## src/rtl/plr_pkg.sv

```systemverilog
// ----------------------------------------------------------------------------
// Pen line rasterizer package
// Shared constants, register indexes, controller state and command types.
// ----------------------------------------------------------------------------
`default_nettype none

package plr_pkg;

   localparam int unsigned COORD_BITS_DEF   = 13;
   localparam int unsigned PEN_HALF_MAX_DEF = 3;

   localparam int unsigned SIZE_BITS      = 13;
   localparam int unsigned COLOR_BITS     = 24;
   localparam int unsigned PEN_BITS       = 2;
   localparam int unsigned CSR_INDEX_BITS = 3;
   localparam int unsigned CSR_DATA_BITS  = 24;

   localparam logic [SIZE_BITS-1:0]  WIDTH_RESET    = 13'd640;
   localparam logic [SIZE_BITS-1:0]  HEIGHT_RESET   = 13'd480;
   localparam logic [PEN_BITS-1:0]   PEN_HALF_RESET = 2'd1;
   localparam logic [COLOR_BITS-1:0] COLOR_RESET    = 24'd0;

   localparam logic ACTION_BEGIN = 1'b0;
   localparam logic ACTION_STEP  = 1'b1;

   typedef enum logic [CSR_INDEX_BITS-1:0] {
      REG_CANVAS_WIDTH    = 3'd0,
      REG_CANVAS_HEIGHT   = 3'd1,
      REG_WRAP_HORIZONTAL = 3'd2,
      REG_WRAP_VERTICAL   = 3'd3,
      REG_PEN_HALF        = 3'd4,
      REG_PEN_COLOR       = 3'd5
   } csr_index_type;

   typedef enum logic [1:0] {
      ST_IDLE,
      ST_MOD_WAIT,
      ST_STAMP,
      ST_ADVANCE
   } ctrl_state_type;

   typedef struct packed {
      logic load_seg;
      logic mod_start;
      logic stamp_init;
      logic emit;
      logic advance;
   } ctrl_cmd_type;

   typedef struct packed {
      logic seg_active;
      logic mod_done;
      logic slot_free;
      logic stamp_end;
   } ctrl_status_type;

endpackage

`default_nettype wire

```

## src/rtl/plr_channels.sv

```systemverilog
// ----------------------------------------------------------------------------
// Pen line rasterizer channels
// Valid/ready interfaces for the request, response and register write beats.
// ----------------------------------------------------------------------------
`default_nettype none

interface plr_req_if #(
   parameter int unsigned COORD_BITS = plr_pkg::COORD_BITS_DEF
);
   logic                         valid;
   logic                         ready;
   logic                         action;
   logic signed [COORD_BITS-1:0] start_x;
   logic signed [COORD_BITS-1:0] start_y;
   logic signed [COORD_BITS-1:0] end_x;
   logic signed [COORD_BITS-1:0] end_y;

   modport source (output valid, action, start_x, start_y, end_x, end_y, input ready);
   modport sink   (input valid, action, start_x, start_y, end_x, end_y, output ready);
endinterface

interface plr_rsp_if #(
   parameter int unsigned COORD_BITS = plr_pkg::COORD_BITS_DEF
);
   logic                              valid;
   logic                              ready;
   logic signed [COORD_BITS-1:0]      pixel_x;
   logic signed [COORD_BITS-1:0]      pixel_y;
   logic [plr_pkg::COLOR_BITS-1:0]    pixel_color;
   logic                              inside_canvas;
   logic                              stamp_last;
   logic                              segment_done;

   modport source (output valid, pixel_x, pixel_y, pixel_color, inside_canvas, stamp_last,
                   segment_done, input ready);
   modport sink   (input valid, pixel_x, pixel_y, pixel_color, inside_canvas, stamp_last,
                   segment_done, output ready);
endinterface

interface plr_csr_if;
   logic                               valid;
   logic                               ready;
   logic [plr_pkg::CSR_INDEX_BITS-1:0] index;
   logic [plr_pkg::CSR_DATA_BITS-1:0]  data;

   modport source (output valid, index, data, input ready);
   modport sink   (input valid, index, data, output ready);
endinterface

`default_nettype wire

```

## src/rtl/plr_mod_unit.sv

```systemverilog
// ----------------------------------------------------------------------------
// Pen line rasterizer remainder unit
// Bit-serial restoring remainder of a signed value by an unsigned divisor,
// floored into 0..divisor-1, one dividend bit per cycle.
// ----------------------------------------------------------------------------
`default_nettype none

module plr_mod_unit #(
   parameter int unsigned VAL_BITS = 14,
   parameter int unsigned DIV_BITS = 13
) (
   input  logic                       clock,
   input  logic                       reset,
   input  logic                       start,
   input  logic signed [VAL_BITS-1:0] value,
   input  logic [DIV_BITS-1:0]        divisor,   // nonzero, held while busy
   output logic                       done,
   output logic [DIV_BITS-1:0]        result
);

   localparam int unsigned CNT_BITS = $clog2(VAL_BITS + 1);

   logic                busy_ff, busy_in;
   logic                done_ff, done_in;
   logic [CNT_BITS-1:0] cnt_ff, cnt_in;
   logic [VAL_BITS-1:0] mag_ff, mag_in;
   logic [DIV_BITS-1:0] rem_ff, rem_in;
   logic                neg_ff, neg_in;

   logic [DIV_BITS:0]   trial;
   logic [DIV_BITS:0]   trial_sub;
   logic                trial_ge;
   logic [DIV_BITS-1:0] rem_next;

   assign trial     = {rem_ff, mag_ff[VAL_BITS-1]};
   assign trial_ge  = (trial >= {1'b0, divisor});
   assign trial_sub = trial - {1'b0, divisor};
   assign rem_next  = trial_ge ? trial_sub[DIV_BITS-1:0] : trial[DIV_BITS-1:0];

   always_comb begin
      busy_in = busy_ff;
      done_in = 1'b0;
      cnt_in  = cnt_ff;
      mag_in  = mag_ff;
      rem_in  = rem_ff;
      neg_in  = neg_ff;
      if (start) begin
         busy_in = 1'b1;
         cnt_in  = CNT_BITS'(VAL_BITS);
         mag_in  = value[VAL_BITS-1] ? VAL_BITS'(-value) : VAL_BITS'(value);
         rem_in  = '0;
         neg_in  = value[VAL_BITS-1];
      end else if (busy_ff) begin
         rem_in = rem_next;
         mag_in = mag_ff << 1;
         cnt_in = cnt_ff - 1'b1;
         if (cnt_ff == CNT_BITS'(1)) begin
            busy_in = 1'b0;
            done_in = 1'b1;
         end
      end
   end

   always_ff @(posedge clock) begin
      if (reset) begin
         busy_ff <= 1'b0;
         done_ff <= 1'b0;
         cnt_ff  <= '0;
      end else begin
         busy_ff <= busy_in;
         done_ff <= done_in;
         cnt_ff  <= cnt_in;
      end
      mag_ff <= mag_in;
      rem_ff <= rem_in;
      neg_ff <= neg_in;
   end

   // negative dividend: fold truncated remainder up into range
   assign done   = done_ff;
   assign result = (neg_ff && (rem_ff != '0)) ? (divisor - rem_ff) : rem_ff;

endmodule

`default_nettype wire

```

## src/rtl/plr_ctrl.sv

```systemverilog
// ----------------------------------------------------------------------------
// Pen line rasterizer controller
// Sequences one request: segment load, or remainder, stamp walk and advance.
// ----------------------------------------------------------------------------
`default_nettype none

module plr_ctrl (
   input  logic                     clock,
   input  logic                     reset,
   input  logic                     req_valid,
   input  logic                     req_action,
   output logic                     req_ready,
   output plr_pkg::ctrl_cmd_type    cmd,
   input  plr_pkg::ctrl_status_type status
);
   import plr_pkg::*;

   ctrl_state_type state_ff, state_in;

   always_ff @(posedge clock) begin
      if (reset) begin
         state_ff <= ST_IDLE;
      end else begin
         state_ff <= state_in;
      end
   end

   always_comb begin
      state_in  = state_ff;
      cmd       = '0;
      req_ready = 1'b0;
      unique case (state_ff)
         ST_IDLE: begin
            req_ready = 1'b1;
            if (req_valid) begin
               if (req_action == ACTION_BEGIN) begin
                  cmd.load_seg = 1'b1;
               end else if (status.seg_active) begin
                  cmd.mod_start = 1'b1;
                  state_in      = ST_MOD_WAIT;
               end
            end
         end
         ST_MOD_WAIT: begin
            if (status.mod_done) begin
               cmd.stamp_init = 1'b1;
               state_in       = ST_STAMP;
            end
         end
         ST_STAMP: begin
            if (status.slot_free) begin
               cmd.emit = 1'b1;
               if (status.stamp_end) begin
                  state_in = ST_ADVANCE;
               end
            end
         end
         ST_ADVANCE: begin
            cmd.advance = 1'b1;
            state_in    = ST_IDLE;
         end
         default: begin
            state_in = ST_IDLE;
         end
      endcase
   end

endmodule

`default_nettype wire

```

## src/rtl/plr_datapath.sv

```systemverilog
// ----------------------------------------------------------------------------
// Pen line rasterizer datapath
// Registers, segment state, Bresenham update, stamp walkers, output register.
// ----------------------------------------------------------------------------
`default_nettype none

module plr_datapath #(
   parameter int unsigned COORD_BITS   = plr_pkg::COORD_BITS_DEF,
   parameter int unsigned PEN_HALF_MAX = plr_pkg::PEN_HALF_MAX_DEF
) (
   input  logic                               clock,
   input  logic                               reset,
   // register writes
   input  logic                               csr_valid,
   input  logic [plr_pkg::CSR_INDEX_BITS-1:0] csr_index,
   input  logic [plr_pkg::CSR_DATA_BITS-1:0]  csr_data,
   // request payload
   input  logic signed [COORD_BITS-1:0]       req_start_x,
   input  logic signed [COORD_BITS-1:0]       req_start_y,
   input  logic signed [COORD_BITS-1:0]       req_end_x,
   input  logic signed [COORD_BITS-1:0]       req_end_y,
   // controller link
   input  plr_pkg::ctrl_cmd_type              cmd,
   output plr_pkg::ctrl_status_type           status,
   // response
   input  logic                               rsp_ready,
   output logic                               rsp_valid,
   output logic signed [COORD_BITS-1:0]       rsp_pixel_x,
   output logic signed [COORD_BITS-1:0]       rsp_pixel_y,
   output logic [plr_pkg::COLOR_BITS-1:0]     rsp_pixel_color,
   output logic                               rsp_inside_canvas,
   output logic                               rsp_stamp_last,
   output logic                               rsp_segment_done
);
   import plr_pkg::*;

   localparam int unsigned VB       = COORD_BITS + 1;
   localparam int unsigned EB       = COORD_BITS + 2;
   localparam int unsigned PW       = (COORD_BITS > SIZE_BITS) ? COORD_BITS + 1 : SIZE_BITS + 1;
   localparam int unsigned OFS_BITS = $clog2(2 * PEN_HALF_MAX + 1);

   // ---------------- configuration ----------------
   logic [SIZE_BITS-1:0]  width_ff, width_in;
   logic [SIZE_BITS-1:0]  height_ff, height_in;
   logic                  wrap_h_ff, wrap_h_in;
   logic                  wrap_v_ff, wrap_v_in;
   logic [PEN_BITS-1:0]   pen_half_ff, pen_half_in;
   logic [COLOR_BITS-1:0] color_ff, color_in;

   always_comb begin
      width_in    = width_ff;
      height_in   = height_ff;
      wrap_h_in   = wrap_h_ff;
      wrap_v_in   = wrap_v_ff;
      pen_half_in = pen_half_ff;
      color_in    = color_ff;
      if (csr_valid) begin
         unique case (csr_index_type'(csr_index))
            REG_CANVAS_WIDTH:    width_in    = csr_data[SIZE_BITS-1:0];
            REG_CANVAS_HEIGHT:   height_in   = csr_data[SIZE_BITS-1:0];
            REG_WRAP_HORIZONTAL: wrap_h_in   = csr_data[0];
            REG_WRAP_VERTICAL:   wrap_v_in   = csr_data[0];
            REG_PEN_HALF:        pen_half_in = csr_data[PEN_BITS-1:0];
            REG_PEN_COLOR:       color_in    = csr_data[COLOR_BITS-1:0];
            default: ;
         endcase
      end
   end

   always_ff @(posedge clock) begin
      if (reset) begin
         width_ff    <= WIDTH_RESET;
         height_ff   <= HEIGHT_RESET;
         wrap_h_ff   <= 1'b0;
         wrap_v_ff   <= 1'b0;
         pen_half_ff <= PEN_HALF_RESET;
         color_ff    <= COLOR_RESET;
      end else begin
         width_ff    <= width_in;
         height_ff   <= height_in;
         wrap_h_ff   <= wrap_h_in;
         wrap_v_ff   <= wrap_v_in;
         pen_half_ff <= pen_half_in;
         color_ff    <= color_in;
      end
   end

   // zero size acts as one
   logic [SIZE_BITS-1:0] w_eff, h_eff;
   assign w_eff = (width_ff == '0)  ? SIZE_BITS'(1) : width_ff;
   assign h_eff = (height_ff == '0) ? SIZE_BITS'(1) : height_ff;

   logic [OFS_BITS-1:0] a_ofs, side_max;
   assign a_ofs    = (pen_half_ff > PEN_HALF_MAX) ? OFS_BITS'(PEN_HALF_MAX)
                                                  : OFS_BITS'(pen_half_ff);
   assign side_max = a_ofs << 1;

   // ---------------- segment state ----------------
   logic signed [COORD_BITS-1:0] cur_x_ff, cur_x_in, cur_y_ff, cur_y_in;
   logic signed [COORD_BITS-1:0] tgt_x_ff, tgt_x_in, tgt_y_ff, tgt_y_in;
   logic [COORD_BITS-1:0]        dx_ff, dx_in, dy_ff, dy_in;
   logic                         sx_ff, sx_in, sy_ff, sy_in;
   logic signed [EB-1:0]         err_ff, err_in;
   logic                         active_ff, active_in;

   logic signed [VB-1:0] x0_e, y0_e, x1_e, y1_e, dx_diff, dy_diff, dx_abs, dy_abs;
   assign x0_e    = req_start_x;
   assign y0_e    = req_start_y;
   assign x1_e    = req_end_x;
   assign y1_e    = req_end_y;
   assign dx_diff = x1_e - x0_e;
   assign dy_diff = y1_e - y0_e;
   assign dx_abs  = dx_diff[VB-1] ? -dx_diff : dx_diff;
   assign dy_abs  = dy_diff[VB-1] ? -dy_diff : dy_diff;

   // Bresenham decision on doubled error
   logic signed [EB:0] e2, dx_w, dy_w;
   logic               step_x, step_y;
   logic signed [EB-1:0] dx_e, dy_e;
   assign e2     = {err_ff, 1'b0};
   assign dx_w   = signed'((EB + 1)'(dx_ff));
   assign dy_w   = signed'((EB + 1)'(dy_ff));
   assign step_x = (e2 > -dy_w);
   assign step_y = (e2 < dx_w);
   assign dx_e   = signed'(EB'(dx_ff));
   assign dy_e   = signed'(EB'(dy_ff));

   logic seg_done;
   assign seg_done = (cur_x_ff == tgt_x_ff) && (cur_y_ff == tgt_y_ff);

   always_comb begin
      cur_x_in  = cur_x_ff;
      cur_y_in  = cur_y_ff;
      tgt_x_in  = tgt_x_ff;
      tgt_y_in  = tgt_y_ff;
      dx_in     = dx_ff;
      dy_in     = dy_ff;
      sx_in     = sx_ff;
      sy_in     = sy_ff;
      err_in    = err_ff;
      active_in = active_ff;
      if (cmd.load_seg) begin
         cur_x_in  = req_start_x;
         cur_y_in  = req_start_y;
         tgt_x_in  = req_end_x;
         tgt_y_in  = req_end_y;
         dx_in     = dx_abs[COORD_BITS-1:0];
         dy_in     = dy_abs[COORD_BITS-1:0];
         sx_in     = !(req_start_x < req_end_x);
         sy_in     = !(req_start_y < req_end_y);
         err_in    = signed'(EB'(dx_abs[COORD_BITS-1:0]))
                   - signed'(EB'(dy_abs[COORD_BITS-1:0]));
         active_in = 1'b1;
      end else if (cmd.advance) begin
         if (seg_done) begin
            active_in = 1'b0;
         end else begin
            err_in = err_ff - (step_x ? dy_e : '0) + (step_y ? dx_e : '0);
            if (step_x) begin
               cur_x_in = sx_ff ? cur_x_ff - 1'b1 : cur_x_ff + 1'b1;
            end
            if (step_y) begin
               cur_y_in = sy_ff ? cur_y_ff - 1'b1 : cur_y_ff + 1'b1;
            end
         end
      end
   end

   always_ff @(posedge clock) begin
      if (reset) begin
         cur_x_ff  <= '0;
         cur_y_ff  <= '0;
         tgt_x_ff  <= '0;
         tgt_y_ff  <= '0;
         dx_ff     <= '0;
         dy_ff     <= '0;
         sx_ff     <= 1'b0;
         sy_ff     <= 1'b0;
         err_ff    <= '0;
         active_ff <= 1'b0;
      end else begin
         cur_x_ff  <= cur_x_in;
         cur_y_ff  <= cur_y_in;
         tgt_x_ff  <= tgt_x_in;
         tgt_y_ff  <= tgt_y_in;
         dx_ff     <= dx_in;
         dy_ff     <= dy_in;
         sx_ff     <= sx_in;
         sy_ff     <= sy_in;
         err_ff    <= err_in;
         active_ff <= active_in;
      end
   end

   // ---------------- stamp corner and its wrapped position ----------------
   logic signed [VB-1:0] cur_x_e, cur_y_e, base_x, base_y;
   assign cur_x_e = cur_x_ff;
   assign cur_y_e = cur_y_ff;
   assign base_x  = cur_x_e - signed'(VB'(a_ofs));
   assign base_y  = cur_y_e - signed'(VB'(a_ofs));

   logic                 mod_x_done, mod_y_done;
   logic [SIZE_BITS-1:0] mod_x_rem, mod_y_rem;

   plr_mod_unit #(
      .VAL_BITS (VB),
      .DIV_BITS (SIZE_BITS)
   ) u_mod_x (
      .clock   (clock),
      .reset   (reset),
      .start   (cmd.mod_start),
      .value   (base_x),
      .divisor (w_eff),
      .done    (mod_x_done),
      .result  (mod_x_rem)
   );

   plr_mod_unit #(
      .VAL_BITS (VB),
      .DIV_BITS (SIZE_BITS)
   ) u_mod_y (
      .clock   (clock),
      .reset   (reset),
      .start   (cmd.mod_start),
      .value   (base_y),
      .divisor (h_eff),
      .done    (mod_y_done),
      .result  (mod_y_rem)
   );

   // ---------------- stamp walkers ----------------
   logic [OFS_BITS-1:0]  ix_ff, ix_in, jy_ff, jy_in;
   logic [SIZE_BITS-1:0] wx_ff, wx_in, wy_ff, wy_in, wy_base_ff, wy_base_in;
   logic [SIZE_BITS-1:0] wx_plus, wy_plus, wx_inc, wy_inc;
   logic                 stamp_end;

   assign wx_plus   = wx_ff + 1'b1;
   assign wy_plus   = wy_ff + 1'b1;
   assign wx_inc    = (wx_plus == w_eff) ? '0 : wx_plus;
   assign wy_inc    = (wy_plus == h_eff) ? '0 : wy_plus;
   assign stamp_end = (ix_ff == side_max) && (jy_ff == side_max);

   always_comb begin
      ix_in      = ix_ff;
      jy_in      = jy_ff;
      wx_in      = wx_ff;
      wy_in      = wy_ff;
      wy_base_in = wy_base_ff;
      if (cmd.stamp_init) begin
         ix_in      = '0;
         jy_in      = '0;
         wx_in      = mod_x_rem;
         wy_in      = mod_y_rem;
         wy_base_in = mod_y_rem;
      end else if (cmd.emit) begin
         if (jy_ff == side_max) begin
            jy_in = '0;
            ix_in = ix_ff + 1'b1;
            wy_in = wy_base_ff;
            wx_in = wx_inc;
         end else begin
            jy_in = jy_ff + 1'b1;
            wy_in = wy_inc;
         end
      end
   end

   always_ff @(posedge clock) begin
      ix_ff      <= ix_in;
      jy_ff      <= jy_in;
      wx_ff      <= wx_in;
      wy_ff      <= wy_in;
      wy_base_ff <= wy_base_in;
   end

   // ---------------- pixel position and bounds ----------------
   logic signed [VB-1:0] raw_x, raw_y;
   logic signed [PW-1:0] raw_x_w, raw_y_w, px_w, py_w, w_w, h_w;
   logic                 on_canvas;

   assign raw_x     = base_x + signed'(VB'(ix_ff));
   assign raw_y     = base_y + signed'(VB'(jy_ff));
   assign raw_x_w   = raw_x;
   assign raw_y_w   = raw_y;
   assign px_w      = wrap_h_ff ? signed'(PW'(wx_ff)) : raw_x_w;
   assign py_w      = wrap_v_ff ? signed'(PW'(wy_ff)) : raw_y_w;
   assign w_w       = signed'(PW'(w_eff));
   assign h_w       = signed'(PW'(h_eff));
   assign on_canvas = (px_w >= 0) && (px_w < w_w) && (py_w >= 0) && (py_w < h_w);

   // ---------------- output register ----------------
   logic                         out_valid_ff, out_valid_in;
   logic signed [COORD_BITS-1:0] out_x_ff, out_y_ff;
   logic [COLOR_BITS-1:0]        out_color_ff;
   logic                         out_inside_ff, out_last_ff, out_done_ff;
   logic                         slot_free;

   assign slot_free = !out_valid_ff || rsp_ready;

   always_comb begin
      out_valid_in = out_valid_ff;
      if (cmd.emit) begin
         out_valid_in = 1'b1;
      end else if (rsp_ready) begin
         out_valid_in = 1'b0;
      end
   end

   always_ff @(posedge clock) begin
      if (reset) begin
         out_valid_ff <= 1'b0;
      end else begin
         out_valid_ff <= out_valid_in;
      end
      if (cmd.emit) begin
         out_x_ff      <= px_w[COORD_BITS-1:0];
         out_y_ff      <= py_w[COORD_BITS-1:0];
         out_color_ff  <= color_ff;
         out_inside_ff <= on_canvas;
         out_last_ff   <= stamp_end;
         out_done_ff   <= seg_done;
      end
   end

   assign rsp_valid         = out_valid_ff;
   assign rsp_pixel_x       = out_x_ff;
   assign rsp_pixel_y       = out_y_ff;
   assign rsp_pixel_color   = out_color_ff;
   assign rsp_inside_canvas = out_inside_ff;
   assign rsp_stamp_last    = out_last_ff;
   assign rsp_segment_done  = out_done_ff;

   assign status.seg_active = active_ff;
   assign status.mod_done   = mod_x_done && mod_y_done;
   assign status.slot_free  = slot_free;
   assign status.stamp_end  = stamp_end;

endmodule

`default_nettype wire

```

## src/rtl/pen_line_rasterizer.sv

```systemverilog
// ----------------------------------------------------------------------------
// Pen line rasterizer
// Bresenham line stepper that stamps a square pen, one pixel write per beat.
// ----------------------------------------------------------------------------
// A begin beat (action 0) loads a segment and returns nothing.
// Each step beat (action 1) stamps a (2*pen_half+1)^2 square at the current
// point, columns outer and rows inner, one response beat per pixel, then
// moves the point one pixel toward the end point. The stamp at the end point
// carries segment_done on every pixel; further steps return nothing until
// the next begin. For each step the two bit-serial remainder units first place
// the stamp corner on a wrapped canvas, then the stamp drains at one pixel
// per cycle through the response register while the receiver keeps ready
// high. The response register lets the next request in while the last
// pixel still waits. Register writes are taken in any cycle and must only
// be issued while the block is idle.
// ----------------------------------------------------------------------------
`default_nettype none

module pen_line_rasterizer #(
   parameter int unsigned COORD_BITS   = plr_pkg::COORD_BITS_DEF,
   parameter int unsigned PEN_HALF_MAX = plr_pkg::PEN_HALF_MAX_DEF
) (
   input  logic     clock,
   input  logic     reset,
   plr_req_if.sink  req_chan,
   plr_rsp_if.source rsp_chan,
   plr_csr_if.sink  csr_chan
);
   import plr_pkg::*;

   ctrl_cmd_type    cmd;
   ctrl_status_type status;
   logic            req_ready;

   // registers never back-pressure
   assign csr_chan.ready = 1'b1;
   assign req_chan.ready = req_ready;

   // sequencing: load / remainder / stamp walk / advance
   plr_ctrl u_ctrl (
      .clock      (clock),
      .reset      (reset),
      .req_valid  (req_chan.valid),
      .req_action (req_chan.action),
      .req_ready  (req_ready),
      .cmd        (cmd),
      .status     (status)
   );

   // config, segment state, stamp walkers and the response register
   plr_datapath #(
      .COORD_BITS   (COORD_BITS),
      .PEN_HALF_MAX (PEN_HALF_MAX)
   ) u_datapath (
      .clock             (clock),
      .reset             (reset),
      .csr_valid         (csr_chan.valid),
      .csr_index         (csr_chan.index),
      .csr_data          (csr_chan.data),
      .req_start_x       (req_chan.start_x),
      .req_start_y       (req_chan.start_y),
      .req_end_x         (req_chan.end_x),
      .req_end_y         (req_chan.end_y),
      .cmd               (cmd),
      .status            (status),
      .rsp_ready         (rsp_chan.ready),
      .rsp_valid         (rsp_chan.valid),
      .rsp_pixel_x       (rsp_chan.pixel_x),
      .rsp_pixel_y       (rsp_chan.pixel_y),
      .rsp_pixel_color   (rsp_chan.pixel_color),
      .rsp_inside_canvas (rsp_chan.inside_canvas),
      .rsp_stamp_last    (rsp_chan.stamp_last),
      .rsp_segment_done  (rsp_chan.segment_done)
   );

endmodule

`default_nettype wire

```

## src/flat_wrapper.sv

```systemverilog
// flat-port wrapper written by rule: the top's interface ports become plain ports
module pen_line_rasterizer_flat import plr_pkg::*;
#(
   parameter int unsigned COORD_BITS   = plr_pkg::COORD_BITS_DEF,
   parameter int unsigned PEN_HALF_MAX = plr_pkg::PEN_HALF_MAX_DEF
)
  (clock, reset, req_chan_valid, req_chan_action, req_chan_start_x, req_chan_start_y, req_chan_end_x, req_chan_end_y, req_chan_ready, rsp_chan_valid, rsp_chan_pixel_x, rsp_chan_pixel_y, rsp_chan_pixel_color, rsp_chan_inside_canvas, rsp_chan_stamp_last, rsp_chan_segment_done, rsp_chan_ready, csr_chan_valid, csr_chan_index, csr_chan_data, csr_chan_ready);
  plr_req_if #(.COORD_BITS(COORD_BITS)) req_chan_i ();
  plr_rsp_if #(.COORD_BITS(COORD_BITS)) rsp_chan_i ();
  plr_csr_if csr_chan_i ();
  input  logic clock;
  input  logic reset;
  input wire logic [$bits(req_chan_i.valid)-1:0] req_chan_valid;
  input wire logic [$bits(req_chan_i.action)-1:0] req_chan_action;
  input wire logic [$bits(req_chan_i.start_x)-1:0] req_chan_start_x;
  input wire logic [$bits(req_chan_i.start_y)-1:0] req_chan_start_y;
  input wire logic [$bits(req_chan_i.end_x)-1:0] req_chan_end_x;
  input wire logic [$bits(req_chan_i.end_y)-1:0] req_chan_end_y;
  output wire logic [$bits(req_chan_i.ready)-1:0] req_chan_ready;
  output wire logic [$bits(rsp_chan_i.valid)-1:0] rsp_chan_valid;
  output wire logic [$bits(rsp_chan_i.pixel_x)-1:0] rsp_chan_pixel_x;
  output wire logic [$bits(rsp_chan_i.pixel_y)-1:0] rsp_chan_pixel_y;
  output wire logic [$bits(rsp_chan_i.pixel_color)-1:0] rsp_chan_pixel_color;
  output wire logic [$bits(rsp_chan_i.inside_canvas)-1:0] rsp_chan_inside_canvas;
  output wire logic [$bits(rsp_chan_i.stamp_last)-1:0] rsp_chan_stamp_last;
  output wire logic [$bits(rsp_chan_i.segment_done)-1:0] rsp_chan_segment_done;
  input wire logic [$bits(rsp_chan_i.ready)-1:0] rsp_chan_ready;
  input wire logic [$bits(csr_chan_i.valid)-1:0] csr_chan_valid;
  input wire logic [$bits(csr_chan_i.index)-1:0] csr_chan_index;
  input wire logic [$bits(csr_chan_i.data)-1:0] csr_chan_data;
  output wire logic [$bits(csr_chan_i.ready)-1:0] csr_chan_ready;
  assign req_chan_i.valid = req_chan_valid;
  assign req_chan_i.action = req_chan_action;
  assign req_chan_i.start_x = req_chan_start_x;
  assign req_chan_i.start_y = req_chan_start_y;
  assign req_chan_i.end_x = req_chan_end_x;
  assign req_chan_i.end_y = req_chan_end_y;
  assign req_chan_ready = req_chan_i.ready;
  assign rsp_chan_valid = rsp_chan_i.valid;
  assign rsp_chan_pixel_x = rsp_chan_i.pixel_x;
  assign rsp_chan_pixel_y = rsp_chan_i.pixel_y;
  assign rsp_chan_pixel_color = rsp_chan_i.pixel_color;
  assign rsp_chan_inside_canvas = rsp_chan_i.inside_canvas;
  assign rsp_chan_stamp_last = rsp_chan_i.stamp_last;
  assign rsp_chan_segment_done = rsp_chan_i.segment_done;
  assign rsp_chan_i.ready = rsp_chan_ready;
  assign csr_chan_i.valid = csr_chan_valid;
  assign csr_chan_i.index = csr_chan_index;
  assign csr_chan_i.data = csr_chan_data;
  assign csr_chan_ready = csr_chan_i.ready;
  pen_line_rasterizer #(.COORD_BITS(COORD_BITS), .PEN_HALF_MAX(PEN_HALF_MAX)) u_core (.clock(clock), .reset(reset), .req_chan(req_chan_i), .rsp_chan(rsp_chan_i), .csr_chan(csr_chan_i));
endmodule
```

## config.mk

```make
export PLATFORM = sky130hd
export DESIGN_NAME = pen_line_rasterizer_flat
export DESIGN_NICKNAME = d
export VERILOG_FILES = /design/src/rtl/plr_pkg.sv /design/src/rtl/plr_channels.sv /design/src/rtl/plr_mod_unit.sv /design/src/rtl/plr_ctrl.sv /design/src/rtl/plr_datapath.sv /design/src/rtl/pen_line_rasterizer.sv /design/src/flat_wrapper.sv
export SDC_FILE = /design/constraint.sdc
export NUM_CORES = 1
export LEC_CHECK = 0
export ABC_CLOCK_PERIOD_IN_PS = 16200
export BUFFER_PORTS_ARGS = -buffer_cell sky130_fd_sc_hd__buf_2
export CORE_MARGIN = 5
export CORE_UTILIZATION = 65
export DETAILED_ROUTE_END_ITERATION = 10
export PLACE_DENSITY_LB_ADDON = 0.08
export SLEW_MARGIN = 20
export SYNTH_ARGS = -nofsm -noshare
export SYNTH_HDL_FRONTEND = slang
export SYNTH_SLANG_ARGS = --single-unit
```

## constraint.sdc

```tcl
create_clock -name clock -period 16.2 [get_ports clock]
set_input_delay 3.24 -clock clock [delete_from_list [all_inputs] [get_ports clock]]
set_output_delay 3.24 -clock clock [all_outputs]
set_load 0.005 [all_outputs]
```

==> results of run 1 <==
-- cell type report --
type	instances	area (sq um)
multi-input cells	2114	14270
fillers	2822	10150
flip-flops and latches	319	7607
clock buffers	48	1001
repair buffers	157	833.3
inverters	219	822.0
well taps	461	576.8
clock inverters	18	138.9
-- through the flow --
stage / instances / instance area (sq um) / util, % / power (W) / hold WS [ps]
after floorplan: 2782 / 23180 / - / 0.002668 / 408.1
after global placement: 3270 / 24110 / 68.11 / 0.003104 / 411.3
after detailed placement: 3270 / 24110 / 68.11 / 0.003180 / 415.4
after CTS: 3336 / 25250 / 71.33 / 0.003988 / 427.1
after global routing: 3336 / 25250 / 71.33 / 0.004311 / 438.5
final: 3336 / 25250 / 71.33 / 0.004014 / 427.7
-- power by group --
part	internal (W)	leakage [nW]	total, W	switching, W
logic	0.000866	7.12	0.00212	0.00125
registers	0.000964	2.72	0.00110	0.000133
clock network	0.000455	0.562	0.000799	0.000344
-- cell usage in the layout, fill, tap and decap left out, types with 23 or more instances in the layout --
master / netlist / final
o21a_1: 32 / 32
o21ai_0: 173 / 173
edfxtp_1: 122 / 122
clkbuf_16: 0 / 38
nor2_1: 185 / 185
fa_1: 26 / 26
nor4_1: 35 / 35
a211oi_1: 51 / 51
nor2b_1: 38 / 38
nand3_1: 56 / 56
nand4_1: 23 / 23
dfxtp_1: 197 / 197
buf_2: 1 / 138
nand2_1: 347 / 347
ha_1: 206 / 206
inv_1: 218 / 217
nand2b_1: 28 / 28
mux2i_1: 25 / 25
a21oi_1: 235 / 235
xnor2_1: 176 / 176
nor3_1: 68 / 68
a21o_1: 32 / 32
xor2_1: 101 / 101
-- sequential cells by signal (all words and copies together) (netlist names), 14 cells and up --
signal	flops
u_core.u_datapath.color_ff	24
u_core.u_datapath.rsp_pixel_color	24
u_core.u_datapath.err_ff	15
u_core.u_datapath.u_mod_x.mag_ff	14
u_core.u_datapath.u_mod_y.mag_ff	14
-- worst paths after layout --
check	start	to	slack [ps]	depth (start not counted)
hold reg to reg	u_core.u_datapath.color_ff[0]	u_core.u_datapath.rsp_pixel_color[0]	430	0
hold / removal	u_core.u_datapath.color_ff[0]	u_core.u_datapath.rsp_pixel_color[0]	430	0
setup / recovery	req_chan_start_x[1]	u_core.u_datapath.err_ff[11]	8890	19
setup reg to reg	u_core.u_datapath.pen_half_ff[0]	u_core.u_datapath.rsp_inside_canvas	9850	21
-- layer usage --
metal	track usage, %	up-vias	part of all wire, %
li1	-	9921	-
met1	42.69	9825	42
met2	54.32	731	47
met3	4.099	184	5.7
met4	15.68	0	5.3
met5	0	-	0
-- logic make-up (layout without fill, tap and decap cells) --
family / Yosys count / after routing / synth area share, %
compound gates: 690 / 690 / 18.43
xor+xnor: 277 / 277 / 10.47
fa+ha+maj: 232 / 232 / 13.36
buf+inv: 349 / 442 / 5.673
flops: 319 / 319 / 32.82
mux: 30 / 30 / 1.322
other cells: 1 / 1 / 0.01618
simple gates: 884 / 884 / 17.90
==> flow_metrics.tcl, run 1 <==
set metrics [dict create \
    status "finished clean" \
    critPathSlowestCell "a221oi_1" \
    drtAntennaViolNets 0 \
    cts-htree-levels 2 \
    endpoint_kind "register" \
    ys_seq_area_share_pct 32.82 \
    post_drt_wl_per_cell_um 19.90 \
    fin_crit_ps 7314 \
    portBuffers 139 \
    synth.avg_cell_area_sq_um 8.332 \
    setup_viol 0 \
    cts_setup_buffers 0 \
    pre_cts_ws_ps 8404 \
    async_flop_share_pct 0 \
    vdd_drop_max_v 0.0001498 \
    timing.setup.tns_ps 0 \
    slew_viol_final 0 \
    critPathLaunchType "input pin" \
    min_path_type "reg -> reg" \
    path_class "in -> reg" \
    relSlewSlack_pct 26.41 \
    dieArea_sq_mm 0.03954 \
    clkTransAtPathRegs_ps 60 \
    rsz0062_at_grt "no" \
    postRouteWirelength_um 66400 \
    synth-edff-count 122 \
    place_congestion 0.9634 \
    max_stage_delay_ps 530 \
    syn_area_sq_mm 0.02318 \
    synthCells 2782 \
    antenna_found_initial 0 \
    final_nets 3165 \
    setup_ws_ps 8886 \
    netlist_top_cells_count "nand2_1 (347), a21oi_1 (235), inv_1 (218)" \
    clock-root-buffer "clkbuf_16" \
    clock_sinks 319 \
    ctsHoldBuffers 0 \
    io_pins 141 \
    worst_pin_slew_ps 1102 \
    synth-main-ff-cell "dfxtp_1" \
    grt_pass1_vias 19846 \
    cts_resized 0 \
    hold_violations 0 \
    p_leak_nw 10.41 \
    syn_nets 3099 \
    vias 20661 \
    ys_warn_count 0 \
    via_per_inst 6.193 \
    crit_chain "buf_2 -> inv_1 -> ha_1 -> nor2b_1 -> o211a_1 -> o31ai_1 -> a221oi_1 -> o31a_1 -> mux2i_1 -> inv_1 -> ha_1 -> nor2b_1 -> o21a_1 -> o21ai_0 -> a21oi_1 -> a311o_1 -> o31ai_1 -> xnor2_1 -> a211oi_1" \
    dieWidth_um 198.8 \
    drive_gt1_share_pct 8.696 \
    cts_tree "done" \
    rows 69 \
    yosysTopAreaCellShare_pct 17.01 \
    dpl.hpwl_um 50140 \
    crit_buf_inv 3 \
    drc 0 \
    clock_skew_ps 36.50 \
    worstSkewPairLatency_ps 550 \
    ys_ff_latch 319 \
    grt_pass1_wl_um 104400 \
    dr.first_iter.drc_count 1593 \
    syn_to_final_growth_pct 8.928 \
    cp.required_ps 16670 \
    ys_types 82 \
    initial_utilization_pct 65.49 \
    n_antenna_cell 0 \
    drv_cap 0 \
    path_delay_family "compound AO/OA/AOI/OAI gates" \
    yosysMostFrequentCell "nand2_1" \
    grt_start_max_net_pins 78 \
    grt_usage_pct 32.75 \
    core_area_sq_mm 0.03540 \
    critPathMaxFanout 4 \
    yosys-top-cells-area "dfxtp_1 (17%), edfxtp_1 (16%), ha_1 (11%)" \
    die_y_um 198.8 \
    cts_buffer_depth 3 \
    grt_overflow_total 0 \
    numCtsBuffers 37 \
    finalCritPeriodShare_pct 45.15 \
    p_per_area_mw_per_mm2 159.0 \
    synth_largest_area_cell "dfxtp_1" \
    fmax_mhz 136.7 \
    critPathArrivalTime_ps 7780 \
    drt_pre_antenna_iters 7 \
]
Power figures use the tool's default switching activity.
==> inputs of run 2 (changes only) <==
Settings changed: ABC_AREA set to 1, ABC_CLOCK_PERIOD_IN_PS 16200 to 7450, CORE_UTILIZATION 65 to 63.
Clock period 16.2 ns to 7.45 ns, I/O delays scaled along.
==> run 2 against run 1 <==
  * Clock-buffer cell count shrank 1
  * Critical path depth increased by 12
  * Sequential power increased by 140%
==> flow_metrics.tcl, run 2 <==
set metrics [dict create \
    finalCritPeriodShare_pct 79.12 \
    path_class "reg -> reg" \
    yosys-top-cells-area "dfxtp_1 (16%), edfxtp_1 (15%), nand2_1 (12%)" \
    clock-root-buffer "clkbuf_16" \
    grt_overflow_total 0 \
    final_cells 4248 \
    cts_resized 0 \
    dieArea_sq_mm 0.04394 \
    critPathSlowestCell "fa_1" \
    drt_pre_antenna_iters 6 \
    ys_ff_latch 319 \
    syn_to_final_growth_pct 8.607 \
    fmax_mhz 169.7 \
    clock_sinks 319 \
    antenna_found_initial 5 \
    synthCells 3618 \
    crit_buf_inv 2 \
    cts_setup_buffers 0 \
    timing.setup.tns_ps 0 \
    grt_usage_pct 34.39 \
    slew_viol_final 0 \
    worst_pin_slew_ps 1107 \
    drv_cap 0 \
    critPathLaunchType "register" \
    grt_pass1_wl_um 122200 \
    max_stage_delay_ps 490 \
    ctsHoldBuffers 0 \
    endpoint_kind "register" \
    p_per_area_mw_per_mm2 394.2 \
    drc 0 \
    crit_path_frequent_cell "nand2_1" \
    fin_crit_ps 5894 \
    vdd_drop_max_v 0.0002625 \
    syn_area_sq_mm 0.02511 \
    synth-main-ff-cell "dfxtp_1" \
    setup_viol 0 \
    rows 73 \
    cts_buffer_depth 3 \
    critPathArrivalTime_ps 6320 \
    die_y_um 209.6 \
    placedCellCount 4176 \
    vias 24824 \
    clkTransAtPathRegs_ps 60 \
    place_area_sq_mm 0.02606 \
    hold_violations 0 \
    relSlewSlack_pct 25.95 \
    async_flop_share_pct 0 \
    postRouteWirelength_um 78030 \
    synth.avg_cell_area_sq_um 6.939 \
    final_nets 4007 \
    netlist_top_cells_count "nand2_1 (832), inv_1 (488), nor2_1 (326)" \
    final_common_cell "nand2_1" \
    core_area_sq_mm 0.03955 \
    cp.required_ps 7880 \
    yosysMostFrequentCell "nand2_1" \
    via_per_inst 5.844 \
    initial_utilization_pct 63.48 \
    worstSkewPairLatency_ps 560 \
    io_pins 141 \
    synth_largest_area_cell "dfxtp_1" \
    yosysTopAreaCellShare_pct 15.71 \
    ys_warn_count 0 \
    portBuffers 139 \
    critPathMaxFanout 14 \
    cts-htree-levels 2 \
    min_path_type "reg -> reg" \
    synth-edff-count 122 \
    ys_seq_area_share_pct 30.30 \
    status "finished clean" \
    dieWidth_um 209.6 \
    ys_types 59 \
    clock_skew_ps 24.27 \
    drive_gt1_share_pct 7.934 \
    grt_start_max_net_pins 68 \
    p_leak_nw 13.00 \
    rsz0062_at_grt "no" \
    final_area_sq_mm 0.02727 \
    fillers 3476 \
    cts_tree "done" \
    dpl.hpwl_um 61690 \
    path_delay_family "simple AND/OR/NAND/NOR gates" \
    drtAntennaViolNets 0 \
    syn_nets 3935 \
    post_drt_wl_per_cell_um 18.37 \
    layout_common_cells "nand2_1 (832), inv_1 (487), nor2_1 (325)" \
    numCtsBuffers 37 \
    dr.first_iter.drc_count 1976 \
    place_congestion 0.9600 \
    grt_pass1_vias 23555 \
]
## run 2: cell types whose count changed after synthesis, moves of 29 or more
cell,change
a211oi_1,-47
a21oi_1,+72
clkbuf_1,-38
inv_1,+270
nand2_1,+485
nand3_1,+186
nor2_1,+141
nor2b_1,-38
nor3_1,-31
nor4_1,-29
o21ai_0,+109
o21ai_1,+34
xnor2_1,-136
## run 2: cells by family after synthesis
family / synth area share (%)
AOI/OAI and AO/OA: 15.95
xor gates and xnor gates: 5.412
adders and majority gates: 12.34
buffers and inverters: 9.549
DFF: 30.30
muxes: 0.03987
other: 0.01494
and+or+nand+nor: 26.39
## run 2: worst reg2reg max path, delay by kind of cell, from the launching register on
| kind | cells | cell delay [ps] |
|---|---|---|
| AOI/OAI and AO/OA | 4 | 1000 |
| xor gates and xnor gates | 1 | 170 |
| adders and majority gates | 4 | 1430 |
| buffers and inverters | 2 | 210 |
| DFF | 1 | 330 |
| and+or+nand+nor | 20 | 2620 |
## run 2: stage by stage
stage	utilization [%]	total power, W	setup slack (ps)	hold slack [ps]
6_report	68.94	0.01075	1556	423.0
2_1_floorplan	-	0.007136	2181	403.0
3_3_place_gp	65.89	0.008598	1852	406.7
5_1_grt	68.94	0.01164	951.8	440.3
4_1_cts	68.91	0.01063	1637	423.6
3_5_place_dp	65.89	0.008771	1722	410.4
## run 2: worst paths after layout
path	cells past startpoint	end	slack, ps	start
max	31	u_core.u_datapath.err_ff[12]	1560	u_core.u_datapath.dy_ff[0]
min	0	u_core.u_datapath.rsp_pixel_color[17]	420	u_core.u_datapath.color_ff[17]
max reg2reg	31	u_core.u_datapath.err_ff[12]	1560	u_core.u_datapath.dy_ff[0]
min reg2reg	0	u_core.u_datapath.rsp_pixel_color[17]	420	u_core.u_datapath.color_ff[17]
## run 2: metal layers
metal	up-vias	part of all wire [%]	track usage, %
li1	12061	-	-
met3	289	6.7	3.812
met5	-	0	0
met1	11415	39	42.18
met2	1059	46	57.61
met4	0	7.6	22.16
## run 2: area by class of cell
| type | instances | area [sq um] | share of cell area (%) |
|---|---|---|---|
| clock inverter | 20 | 191.4 | 0.7021 |
| clock buffer | 47 | 1005 | 3.685 |
| sequential | 319 | 7607 | 27.90 |
| antenna | 5 | 12.51 | 0.04589 |
| timing repair buffer | 150 | 778.2 | 2.854 |
| inverter | 502 | 1884 | 6.911 |
| multi-input combinational | 2680 | 15130 | 55.49 |
| tap | 525 | 656.9 | 2.409 |
## run 2: power breakdown
group | leakage, nW | switching, W | total (W) | internal [W]
combinational | 9.69 | 0.00415 | 0.00633 | 0.00218
sequential | 2.73 | 0.000331 | 0.00259 | 0.00226
clock | 0.579 | 0.000760 | 0.00182 | 0.00106
total | 13.0 | 0.00525 | 0.0107 | 0.00550
==> inputs of run 3 (changes only) <==
Settings changed: ABC_CLOCK_PERIOD_IN_PS 7450 to 5180, CORE_UTILIZATION 63 to 57.
Clock period 7.45 ns to 5.18 ns, I/O delays scaled along.
==> run 3 against run 2 <==
  * Global-route usage decreased by 2.4 points
  * Die area increased by 10%
  * Flip-flop and latch count unchanged
  * Fmax increased by 19%
  * Core utilization decreased by 4.9 points
  * Critical endpoint is now u_core.u_datapath.err_ff[9]
  * Worst setup slack got worse by 1300 ps
  * Sequential power increased by 44%
  * Sequential share of layout area decreased by 0.50 points
  * Worst hold slack got worse by 0.65 ps
  * Cell area increased by 1.8%
  * Clock-buffer cell count decreased by 2
==> flow_metrics.tcl, run 3 (synthesis gave the netlist of run 2 again) <==
set metrics [dict create \
    status "finished clean" \
    placedCellCount 4257 \
    antenna_found_initial 7 \
    final_cells 4337 \
    drt_pre_antenna_iters 6 \
    grt_usage_pct 31.96 \
    p_leak_nw 13.15 \
    initial_utilization_pct 57.90 \
    fmax_mhz 201.2 \
    drive_gt1_share_pct 9.746 \
    core_area_sq_mm 0.04336 \
    pwr-share-comb_pct 60.8 \
    drc 0 \
    place_congestion 0.9642 \
    utilization_pct 64.04 \
    drtAntennaViolNets 0 \
    grt_pass1_vias 22766 \
    cts_tree "done" \
    vias 24630 \
    finalCritPeriodShare_pct 95.95 \
    critPathMaxFanout 5 \
    via_per_inst 5.679 \
    power.share.switching_pct 48.41 \
    pre_cts_ws_ps -17.74 \
    switching_power_w 0.007708 \
    syn_to_final_growth_pct 10.61 \
    die_y_um 219.9 \
    dr.first_iter.drc_count 1986 \
    p_int_w 0.008214 \
    vdd_drop_max_v 0.0005092 \
    numCtsBuffers 37 \
    setup_ws_ps 209.5 \
    drv_cap 0 \
    final_common_cell "nand2_1" \
    hold_violations 0 \
    postRouteWirelength_um 79870 \
    cts-htree-levels 2 \
    slew_viol_final 0 \
    seq_power_share_pct 23.4 \
    critPathArrivalTime_ps 5400 \
    endpoint_kind "register" \
    clock_skew_ps 33.56 \
    path_class "reg -> reg" \
    worst_pin_slew_ps 1167 \
    final_nets 4034 \
    grt_pass1_wl_um 122000 \
    max_stage_delay_ps 490 \
    dieWidth_um 219.9 \
    hold_slack_ps 422.3 \
    power.share.clock_pct 15.8 \
    layout_common_cells "nand2_1 (828), inv_1 (483), nor2_1 (319)" \
    clock_sinks 319 \
    clock-root-buffer "clkbuf_16" \
    rows 76 \
    grt_start_max_net_pins 68 \
    worstSkewPairLatency_ps 560 \
    setup_viol 0 \
    grt_overflow_total 0 \
    clkTransAtPathRegs_ps 60 \
    p_per_area_mw_per_mm2 573.4 \
    cp.required_ps 5610 \
    io_pins 141 \
    ctsHoldBuffers 0 \
    post_drt_wl_per_cell_um 18.42 \
    critPathLaunchType "register" \
    portBuffers 139 \
    critPathSlowestCell "fa_1" \
    dieArea_sq_mm 0.04834 \
    cts_buffer_depth 3 \
    fin_crit_ps 4970 \
    dpl.hpwl_um 62960 \
    relSlewSlack_pct 21.90 \
    min_path_type "reg -> reg" \
]
## run 3: cell count changes in the layout (fill, tap and decap cells not counted), sizes merged
cell      change
buf          +26
clkinvlp      +4
bufinv        -3
diode         +2
clkbuf        -1
clkinv        +1
## run 3: routing by layer
metal	GRT usage (%)	vias up	wire [um]
met2	54.28	873	37990
met1	39.95	11405	32420
met3	3.586	207	4575
met5	0	-	0
li1	-	12145	-
met4	17.12	0	4891
## run 3: final cells by class
type	instances	area [sq um]
Clock inverter	22	138.9
Antenna cell	7	17.52
Timing Repair Buffer	177	1022
Fill cell	4044	15590
Inverter	502	1884
Multi-Input combinational cell	2680	15350
Sequential cell	319	7610
Clock buffer	45	1018
Tap cell	585	732.0
## run 3: critical path, delay by kind of cell (launching register included)
family | cells | cell delay (ps)
DFF | 1 | 330
xor gates and xnor gates | 1 | 160
AOI/OAI and AO/OA | 3 | 510
and+or+nand+nor | 17 | 2040
adders and majority gates | 4 | 1130
buffers and inverters | 6 | 700
## run 3: what timing repair did
action,4_1_cts,5_1_grt
pin swaps,1,21
setup buffers,0,5
gates cloned,0,1
setup endpoints to repair,2,12
gates resized for setup,2,51
## run 3: final timing paths
| kind | cells after the start | slack [ps] | start | endpoint |
|---|---|---|---|---|
| min | 0 | 420 | u_core.u_datapath.color_ff[18] | u_core.u_datapath.rsp_pixel_color[18] |
| min reg2reg | 0 | 420 | u_core.u_datapath.color_ff[18] | u_core.u_datapath.rsp_pixel_color[18] |
| max | 31 | 210 | u_core.u_datapath.dy_ff[1] | u_core.u_datapath.err_ff[9] |
| max reg2reg | 31 | 210 | u_core.u_datapath.dy_ff[1] | u_core.u_datapath.err_ff[9] |
## run 3: power groups by stage
stage	registers, W	logic (W)	clock network [W]
finish	0.00372	0.00968	0.00252
global placement	0.00375	0.00881	0
floorplan	0.00361	0.00665	0
global route	0.00377	0.0108	0.00267
detailed placement	0.00376	0.00899	0
CTS	0.00371	0.00906	0.00255
## run 3: per-stage QoR
| stage | TNS (ps) | instance area [sq um] | total power [W] |
|---|---|---|---|
| floorplan | 0 | 25110 | 0.01026 |
| global placement | 0 | 26300 | 0.01255 |
| detailed placement | -17.74 | 26300 | 0.01274 |
| CTS | 0 | 27470 | 0.01533 |
| global route | -196.4 | 27770 | 0.01727 |
| finish | 0 | 27770 | 0.01592 |
